File: src/hdl/hlfp_pkg.sv
// Shared types and constants for the header/length frame parser.
`timescale 1ns / 1ps
`default_nettype none

package hlfp_pkg;

  // Reset values of the header sync registers.
  localparam logic [7:0] HEADER_FIRST_RST  = 8'hEF;
  localparam logic [7:0] HEADER_SECOND_RST = 8'h12;

  // Configuration register indexes.
  localparam logic CFG_HEADER_FIRST  = 1'b0;
  localparam logic CFG_HEADER_SECOND = 1'b1;

  // Navigation decode qualifiers.
  localparam logic [7:0] NAVI_COMMAND = 8'd3;
  localparam logic [7:0] NAVI_MIN_LEN = 8'd4;

  // Payload byte positions that feed the navigation decode.
  localparam logic [7:0] POS_DIST_HI  = 8'd0;
  localparam logic [7:0] POS_DIST_MID = 8'd1;
  localparam logic [7:0] POS_DIST_LO  = 8'd2;
  localparam logic [7:0] POS_DIR      = 8'd3;

  // Frame phases, one-hot.
  typedef enum logic [6:0] {
    PH_HUNT1   = 7'b0000001,
    PH_HUNT2   = 7'b0000010,
    PH_CMD     = 7'b0000100,
    PH_LEN     = 7'b0001000,
    PH_PAYLOAD = 7'b0010000,
    PH_TAIL1   = 7'b0100000,
    PH_TAIL2   = 7'b1000000
  } hlfp_phase_e;

  // One completed frame as reported downstream.
  typedef struct packed {
    logic [7:0]  command;
    logic [7:0]  payload_length;
    logic [23:0] distance;
    logic [7:0]  direction;
    logic        navi_valid;
  } hlfp_result_t;

endpackage : hlfp_pkg

`default_nettype wire

File: src/hdl/hlfp_parser.sv
// Frame phase state machine and navigation field capture.
`timescale 1ns / 1ps
`default_nettype none

module hlfp_parser
  import hlfp_pkg::*;
(
  input  wire logic         clk_i,
  input  wire logic         rst_ni,
  input  wire logic         step_i,
  input  wire logic [7:0]   rx_byte_i,
  input  wire logic [7:0]   header_first_i,
  input  wire logic [7:0]   header_second_i,
  output logic              last_o,
  output logic              done_o,
  output hlfp_result_t      result_o
);

  hlfp_phase_e phase_q, phase_d;
  logic [7:0]  command_q, command_d;
  logic [7:0]  len_q, len_d;
  logic [7:0]  left_q, left_d;
  logic [23:0] dist_q, dist_d;
  logic [7:0]  dir_q, dir_d;
  logic [7:0]  pos;

  // Index of the current payload byte within the payload.
  assign pos = len_q - left_q;

  // Next-state logic for one byte transfer.
  always_comb begin
    phase_d   = phase_q;
    command_d = command_q;
    len_d     = len_q;
    left_d    = left_q;
    dist_d    = dist_q;
    dir_d     = dir_q;
    done_o    = 1'b0;
    if (step_i) begin
      case (phase_q)
        PH_HUNT2: begin
          // The second-byte test wins when both header registers match.
          if (rx_byte_i == header_second_i) begin
            phase_d = PH_CMD;
          end else if (rx_byte_i == header_first_i) begin
            phase_d = PH_HUNT2;
          end else begin
            phase_d = PH_HUNT1;
          end
        end
        PH_CMD: begin
          command_d = rx_byte_i;
          dist_d    = '0;
          dir_d     = '0;
          phase_d   = PH_LEN;
        end
        PH_LEN: begin
          len_d   = rx_byte_i;
          left_d  = rx_byte_i;
          phase_d = (rx_byte_i == 8'd0) ? PH_TAIL1 : PH_PAYLOAD;
        end
        PH_PAYLOAD: begin
          case (pos)
            POS_DIST_HI:  dist_d[23:16] = rx_byte_i;
            POS_DIST_MID: dist_d[15:8]  = rx_byte_i;
            POS_DIST_LO:  dist_d[7:0]   = rx_byte_i;
            POS_DIR:      dir_d         = rx_byte_i;
            default: ;
          endcase
          left_d = left_q - 8'd1;
          if (left_q == 8'd1) begin
            phase_d = PH_TAIL1;
          end
        end
        PH_TAIL1: begin
          phase_d = PH_TAIL2;
        end
        PH_TAIL2: begin
          phase_d = PH_HUNT1;
          done_o  = 1'b1;
        end
        default: begin
          phase_d = (rx_byte_i == header_first_i) ? PH_HUNT2 : PH_HUNT1;
        end
      endcase
    end
  end

  // Parser state registers.
  always_ff @(posedge clk_i or negedge rst_ni) begin
    if (!rst_ni) begin
      phase_q   <= PH_HUNT1;
      command_q <= '0;
      len_q     <= '0;
      left_q    <= '0;
      dist_q    <= '0;
      dir_q     <= '0;
    end else begin
      phase_q   <= phase_d;
      command_q <= command_d;
      len_q     <= len_d;
      left_q    <= left_d;
      dist_q    <= dist_d;
      dir_q     <= dir_d;
    end
  end

  // The next byte closes a frame when the second tail byte is due.
  assign last_o = (phase_q == PH_TAIL2);

  // Result fields come straight from the captured frame state.
  assign result_o.command        = command_q;
  assign result_o.payload_length = len_q;
  assign result_o.distance       = dist_q;
  assign result_o.direction      = dir_q;
  assign result_o.navi_valid     = (command_q == NAVI_COMMAND) && (len_q >= NAVI_MIN_LEN);

endmodule : hlfp_parser

`default_nettype wire

File: src/hdl/header_length_frame_parser_core.sv
// Top level of the header/length frame parser with navigation decode.
// A result appears on the outputs in the cycle after the transfer of a frame's
// second tail byte.
// Throughput: one byte per cycle; the input stalls only while a finished result is held
// and the next byte would close another frame.
// Reset clears the frame state to the header hunt, the header registers to 0xEF/0x12,
// and the output valid.
`timescale 1ns / 1ps
`default_nettype none

module header_length_frame_parser_core
  import hlfp_pkg::*;
(
  input  wire logic        clk_i,
  input  wire logic        rst_ni,
  // Configuration write port
  input  wire logic        cfg_we_i,
  input  wire logic        cfg_index_i,
  input  wire logic [7:0]  cfg_data_i,
  // Byte input channel
  input  wire logic        in_valid_i,
  output logic             in_stall_o,
  input  wire logic [7:0]  rx_byte_i,
  // Frame result channel
  output logic             out_valid_o,
  input  wire logic        out_stall_i,
  output logic [7:0]       command_o,
  output logic [7:0]       payload_length_o,
  output logic [23:0]      distance_o,
  output logic [7:0]       direction_o,
  output logic             navi_valid_o
);

  logic [7:0]   header_first_q;
  logic [7:0]   header_second_q;
  logic         in_accept;
  logic         last;
  logic         done;
  hlfp_result_t result;
  hlfp_result_t out_q;
  logic         out_valid_q;

  // Header sync registers.
  always_ff @(posedge clk_i or negedge rst_ni) begin
    if (!rst_ni) begin
      header_first_q  <= HEADER_FIRST_RST;
      header_second_q <= HEADER_SECOND_RST;
    end else if (cfg_we_i) begin
      case (cfg_index_i)
        CFG_HEADER_FIRST:  header_first_q  <= cfg_data_i;
        CFG_HEADER_SECOND: header_second_q <= cfg_data_i;
        default: ;
      endcase
    end
  end

  // Hold off only a byte that would produce a result the output cannot take.
  assign in_stall_o = out_valid_q && out_stall_i && last;
  assign in_accept  = in_valid_i && !in_stall_o;

  hlfp_parser u_parser (
    .clk_i           (clk_i),
    .rst_ni          (rst_ni),
    .step_i          (in_accept),
    .rx_byte_i       (rx_byte_i),
    .header_first_i  (header_first_q),
    .header_second_i (header_second_q),
    .last_o          (last),
    .done_o          (done),
    .result_o        (result)
  );

  // Output valid: set by a completed frame, cleared by a transfer.
  always_ff @(posedge clk_i or negedge rst_ni) begin
    if (!rst_ni) begin
      out_valid_q <= 1'b0;
    end else if (done) begin
      out_valid_q <= 1'b1;
    end else if (!out_stall_i) begin
      out_valid_q <= 1'b0;
    end
  end

  // Output payload register.
  always_ff @(posedge clk_i) begin
    if (done) begin
      out_q <= result;
    end
  end

  assign out_valid_o      = out_valid_q;
  assign command_o        = out_q.command;
  assign payload_length_o = out_q.payload_length;
  assign distance_o       = out_q.distance;
  assign direction_o      = out_q.direction;
  assign navi_valid_o     = out_q.navi_valid;

endmodule : header_length_frame_parser_core

`default_nettype wire

File: config.mk
export PLATFORM = sky130hd
export DESIGN_NAME = header_length_frame_parser_core
export DESIGN_NICKNAME = d
export VERILOG_FILES = /design/src/hdl/hlfp_pkg.sv /design/src/hdl/hlfp_parser.sv /design/src/hdl/header_length_frame_parser_core.sv
export SDC_FILE = /design/constraint.sdc
export NUM_CORES = 1
export LEC_CHECK = 0
export ABC_AREA = 1
export BUFFER_PORTS_ARGS = -buffer_cell sky130_fd_sc_hd__buf_4
export CAP_MARGIN = 20
export CORE_MARGIN = 5
export CORE_UTILIZATION = 32
export DETAILED_ROUTE_END_ITERATION = 10
export PLACE_DENSITY = 0.51
export SLEW_MARGIN = 20
export SYNTH_ARGS = -nofsm -noshare
export SYNTH_HDL_FRONTEND = slang
export SYNTH_SLANG_ARGS = --single-unit
File: constraint.sdc
create_clock -name clk_i -period 4.25 [get_ports clk_i]
set_input_delay 0.85 -clock clk_i [delete_from_list [all_inputs] [get_ports clk_i]]
set_output_delay 0.85 -clock clk_i [all_outputs]
set_load 0.02 [all_outputs]
# == Word-level counts from Yosys, hierarchy flattened ==
# Cells that the tools add are included.
# word_totals
ff_bits,129
inputBits,22
output_inout_bits,51
wordCells,74
# classes
n_addsub,2
n_lt_le_gt_ge,1
eq_ne,19
mux,16
bitwise,1
reduce_logical,19
# ops
cell,count
24-bit one-hot mux with 2 select lines,1
7-bit one-hot mux with 6 select lines,1
8-bit two-way mux,4
8-bit one-hot mux with 2 select lines,2
8-bit by 2-bit == test with 1-bit output (second input constant),3
8-bit by 1-bit == test with 1-bit output (second input constant),2
8-bit == test,2
8-bit zero test,2
7-bit two-way mux,2
2-bit AND reduction,6
3-bit AND reduction,4
8-bit by 3-bit greater-or-equal comparator with 1-bit output (second input constant),1
2-bit != test (second input constant),4
8-bit by 1-bit subtractor with 8-bit output (second input constant),1
8-bit subtractor,1
7-bit by 2-bit == test with 1-bit output (second input constant),1
7-bit by 3-bit == test with 1-bit output (second input constant),1
7-bit by 4-bit == test with 1-bit output (second input constant),1
7-bit by 5-bit == test with 1-bit output (second input constant),1
7-bit by 6-bit == test with 1-bit output (second input constant),1
7-bit == test (second input constant),1
6-bit two-way mux,1
1-bit logical AND,4
1-bit two-way mux,4
5 further kinds,7

# == Depth between registers and ports, before layout ==
# depth
ltp_word,6
ltp_mapped,16
mapped_depth_nobuf,16

# == Modules after synthesis ==
# Synthesis repeated with hierarchy kept, for this count alone.
# unflattened
hier_cells,578
hier_area_um2,5928.2
# modules_own_cells
module,instances,cells_per_inst,area_each_um2,seq_area_each_um2
hlfp_parser,1,453,3733.6,1577.8
header_length_frame_parser_core,1,125,2194.6,1908.1

# == Worst setup path after synthesis ==
# No wires, ideal clock.
# synth_timing
path_type,in2reg
start,input out_stall_i
end,"register out_q, in the netlist command_o[0], enable pin"
setup_ns,0.403
t_arrival_ns,2.129
t_required_ns,3.847
setup_slack_ns,1.717
cell_stages,5
path_buffers,0
path_cell_list,nand3_4 -> nand2_4 -> inv_4 -> nand2_1 -> inv_1
# synth_between
elab_chain_cells,5
# synth_lines
item,line_no,text
start: declaration,header_length_frame_parser_core.sv:26,"input wire logic out_stall_i,"
1-bit logical AND (2 in a row),header_length_frame_parser_core.sv:58,assign in_stall_o = out_valid_q && out_stall_i && last;
1-bit zero test,header_length_frame_parser_core.sv:59,assign in_accept = in_valid_i && !in_stall_o;
1-bit logical AND,header_length_frame_parser_core.sv:59,
1-bit two-way mux,hlfp_parser.sv:39,if (step_i) begin
named net done,header_length_frame_parser_core.sv:38,logic done;
end signal: assignment,header_length_frame_parser_core.sv:87,out_q <= result;
end: declaration,header_length_frame_parser_core.sv:40,hlfp_result_t out_q;
# The timed path passes the listed nets, and every way through them passes these cells.
# A chain may end at the register's enable or synchronous reset.

# == Worst setup path in the final report ==
# layout_timing
start,register u_parser.phase_q[1]
end,register u_parser.dist_q[21]
# layout_between
elab_chain_cells,5
word_cells_on_any_way,10
classes_between,4 x eq/ne; 1 x mux; 5 x reduce/logical
# layout_lines
item,line_no,text
start: declaration,hlfp_parser.sv:19,"hlfp_phase_e phase_q, phase_d;"
start signal: assignment,hlfp_parser.sv:99,phase_q <= phase_d;
7-bit == test,hlfp_parser.sv:109,assign last_o = (phase_q == PH_TAIL2);
1-bit logical AND,header_length_frame_parser_core.sv:58,
1-bit zero test,header_length_frame_parser_core.sv:59,
1-bit logical AND,header_length_frame_parser_core.sv:59,
3-bit AND reduction (no source line),--,
end signal: assignment,hlfp_parser.sv:103,dist_q <= dist_d;
end: declaration,hlfp_parser.sv:23,"logic [23:0] dist_q, dist_d;"
# Parallel ways exist; a longest one is shown, timed or not.

==> flow_metrics.py <==
metrics = {
    "global_route": {
        "grt_pass1_vias": 4030,
        "grt_pass1_wl_mm": 20.7,
        "antenna_found_initial": 0,
        "overflow": 0,
        "grt_start_max_net_pins": 81,
        "grtUsageTotal_pct": 12.9,
    },
    "setup_path": {
        "crit_path_end_kind": "flop",
        "path_class": "reg -> reg",
        "startpoint_type": "flop",
        "cp.required_ns": 4.55,
        "critPathMaxFanout": 36,
        "r2r_slack_ns": 1.55,
        "worstPathArrival_ns": 3.00,
    },
    "place": {
        "dp.cells": 866,
        "pre_cts_slack_ns": 1.57,
        "port_buffers": 72,
        "routabilityCongestion": 0.843,
        "dpl.hpwl_mm": 9.35,
    },
    "yosys": {
        "ys_top_cells_by_area": "dfrtp_1 (30%), edfxtp_1 (25%), nand2_1 (10%)",
        "synth_area_leader_cell": "dfrtp_1",
        "ys_types": 42,
        "avgSynthCellArea_um2": 10.0,
        "async_flop_share_pct": 62.0,
        "synth_nets": 609,
        "synth-seq-cells": 129,
        "yosysTopAreaCellShare_pct": 30.3,
        "synth-edff-count": 49,
        "yosys_warnings": 0,
        "ys.flop_type": "dfrtp_1",
        "netlist_top_cells_count": "nand2_1 (158), dfrtp_1 (70), nand3_1 (53)",
        "synth_area_um2": 5780,
        "synth_most_common_cell": "nand2_1",
        "ys_seq_area_share_pct": 60.4,
        "synth_cells": 576,
    },
    "floorplan": {
        "io_pins": 73,
        "core_um2": 17800,
        "die-area_um2": 20800,
        "die_w_um": 144,
        "row_count": 49,
        "dieHeight_um": 144,
        "start_util_pct": 32.4,
    },
    "sta": {
        "drv_slew": 0,
        "tightest_slew_ns": 1.01,
        "worst_slack_ns": 1.55,
        "fin_tns_setup_ns": 0,
        "setup_violations": 0,
        "hold_viol_final": 0,
        "fin_crit_sh_pct": 63.6,
        "fin_skew_ns": 0.00708,
        "period_needed_ns": 2.70,
        "max_freq_mhz": 370,
        "max-slew-margin-rel_pct": 32.5,
        "rsz0062_at_grt": "no",
    },
    "clock_network": {
        "clock_latency_ns": 0.41,
        "path_clk_slew_ns": 0.06,
        "htreeDepth": 4,
        "cts_sinks": 129,
        "post_cts_resized": 0,
        "postCtsHoldBufs": 0,
        "cts-buffers-inserted": 17,
        "root_buffer": "clkbuf_16",
        "cts_setup_buffers": 0,
        "clk_path_buf_depth": 2,
        "cts_tree": "done",
    },
    "drt": {
        "drc": 0,
        "finalWirelength_mm": 12.7,
        "wl_per_cell_um": 14.2,
        "dr_total_vias": 4147,
        "ant_nets": 0,
        "drt_iter0_markers": 297,
        "viasPerCell": 4.62,
        "first_pass_iters": 5,
    },
    "layout": {
        "num-nets-final": 689,
        "area_delta_synth_final_pct": 23.8,
        "seqCellArea_um2": 3490,
        "utilization_pct": 40.1,
        "instances_no_fill": 898,
        "num-fill-cells": 1719,
        "antenna_cells": 0,
        "drive_gt1_share_pct": 22.6,
        "multi_input_area_um2": 2000,
    },
    "power_and_ir_drop": {
        "ir_drop_mv": 0.263,
        "powerDensity_nw_per_um2": 421,
        "p_total_mw": 3.01,
        "p_leak_nw": 3.39,
    },
    "worst_hold_path": {
        "hold_path.class": "in -> async",
    },
    "status": {
        "status": "completed",
    },
    "flow_run": {
        "max_cap_viol_count": 0,
    },
}
==> worst max-delay path, cell delays in order (launching register included) <==
cell and delay (ns):
dfrtp_1 0.41, nor2_4 0.13, nand3_4 0.10, nor2_4 0.50, inv_2 0.25, o21ai_4 0.76
nand2_2 0.25, nand2_1 0.11, nand2_1 0.05
==> where the power goes <==
| group | switching, mW | internal [mW] | total [mW] | leakage (nW) |
|---|---|---|---|---|
| sequential | 0.0164 | 1.32 | 1.33 | 1.62 |
| clock | 0.558 | 0.991 | 1.55 | 0.302 |
| combinational | 0.0807 | 0.0505 | 0.131 | 1.47 |
| total | 0.655 | 2.36 | 3.01 | 3.39 |
==> placed cells by master, fill, tap and decap left out, types with 4 or more instances in the layout <==
cell type / Yosys / final
nand4_1: 8 / 8
nand3_1: 53 / 53
ha_1: 10 / 10
clkbuf_16: 0 / 17
nor2_1: 32 / 32
o21ai_0: 50 / 50
bufinv_16: 0 / 4
dfstp_2: 10 / 10
nand2_2: 5 / 5
buf_4: 2 / 71
dfrtp_1: 70 / 70
edfxtp_1: 49 / 49
a21oi_1: 10 / 10
or2_2: 5 / 5
inv_6: 0 / 5
nand2_4: 6 / 6
xnor2_1: 5 / 5
inv_1: 47 / 46
o22ai_1: 4 / 4
xor2_1: 9 / 9
nand2_1: 158 / 158
inv_2: 7 / 8
==> stage by stage <==
step                      hold WS, ns  instance area (um^2)
after floorplan                 0.425                  5780
after global placement          0.440                  6520
after detailed placement        0.440                  6520
after CTS                       0.455                  7150
after global routing            0.467                  7150
final                           0.455                  7150
==> routing by layer <==
| metal | up-vias | GRT usage [%] | part of all wire [%] |
|---|---|---|---|
| met1 | 1947 | 16.9 | 46 |
| met3 | 11 | 3.17 | 5.1 |
| met5 | - | 0 | 0 |
| met4 | 0 | 4.47 | 1.2 |
| met2 | 108 | 20.9 | 47 |
| li1 | 2081 | - | - |
==> sequential cells by signal (all words and copies together), names as in the netlist, 7 cells and up <==
signal,count
header_second_q,8
header_first_q,8
distance_o,24
u_parser.dist_q,24
u_parser.dir_q,8
u_parser.phase_q,7
payload_length_o,8
direction_o,8
command_o,8
u_parser.len_q,8
u_parser.command_q,8
u_parser.left_q,8
==> path summary, 6_finish.rpt <==
check | from | to | cells past startpoint
min in group clk_i | u_parser.dist_q[6] | distance_o[6] | 0
setup / recovery | u_parser.phase_q[1] | u_parser.dist_q[21] | 8
hold reg to reg | u_parser.dist_q[6] | distance_o[6] | 0
hold / removal | rst_ni | header_first_q[4] | 1
max in group asynchronous | rst_ni | u_parser.dist_q[21] | 1
setup reg to reg | u_parser.phase_q[1] | u_parser.dist_q[21] | 8
==> final cells by class <==
class,count,area share (%)
flip-flops and latches,129,48.7
multi-input cells,381,27.9
repair buffers,72,7.61
clock buffers,18,6.00
well taps,229,4.01
inverters,55,2.92
clock inverters,14,2.82
==> logic make-up after synthesis <==
logic type      after synthesis  synth area share [%]
compound gates               71                  6.65
xor+xnor                     14                  2.12
fa+ha+maj                    11                  2.51
buf+inv                      66                  5.09
flops                       129                  60.4
simple gates                285                  23.3
Note: power is estimated with default switching activity, not from simulation.
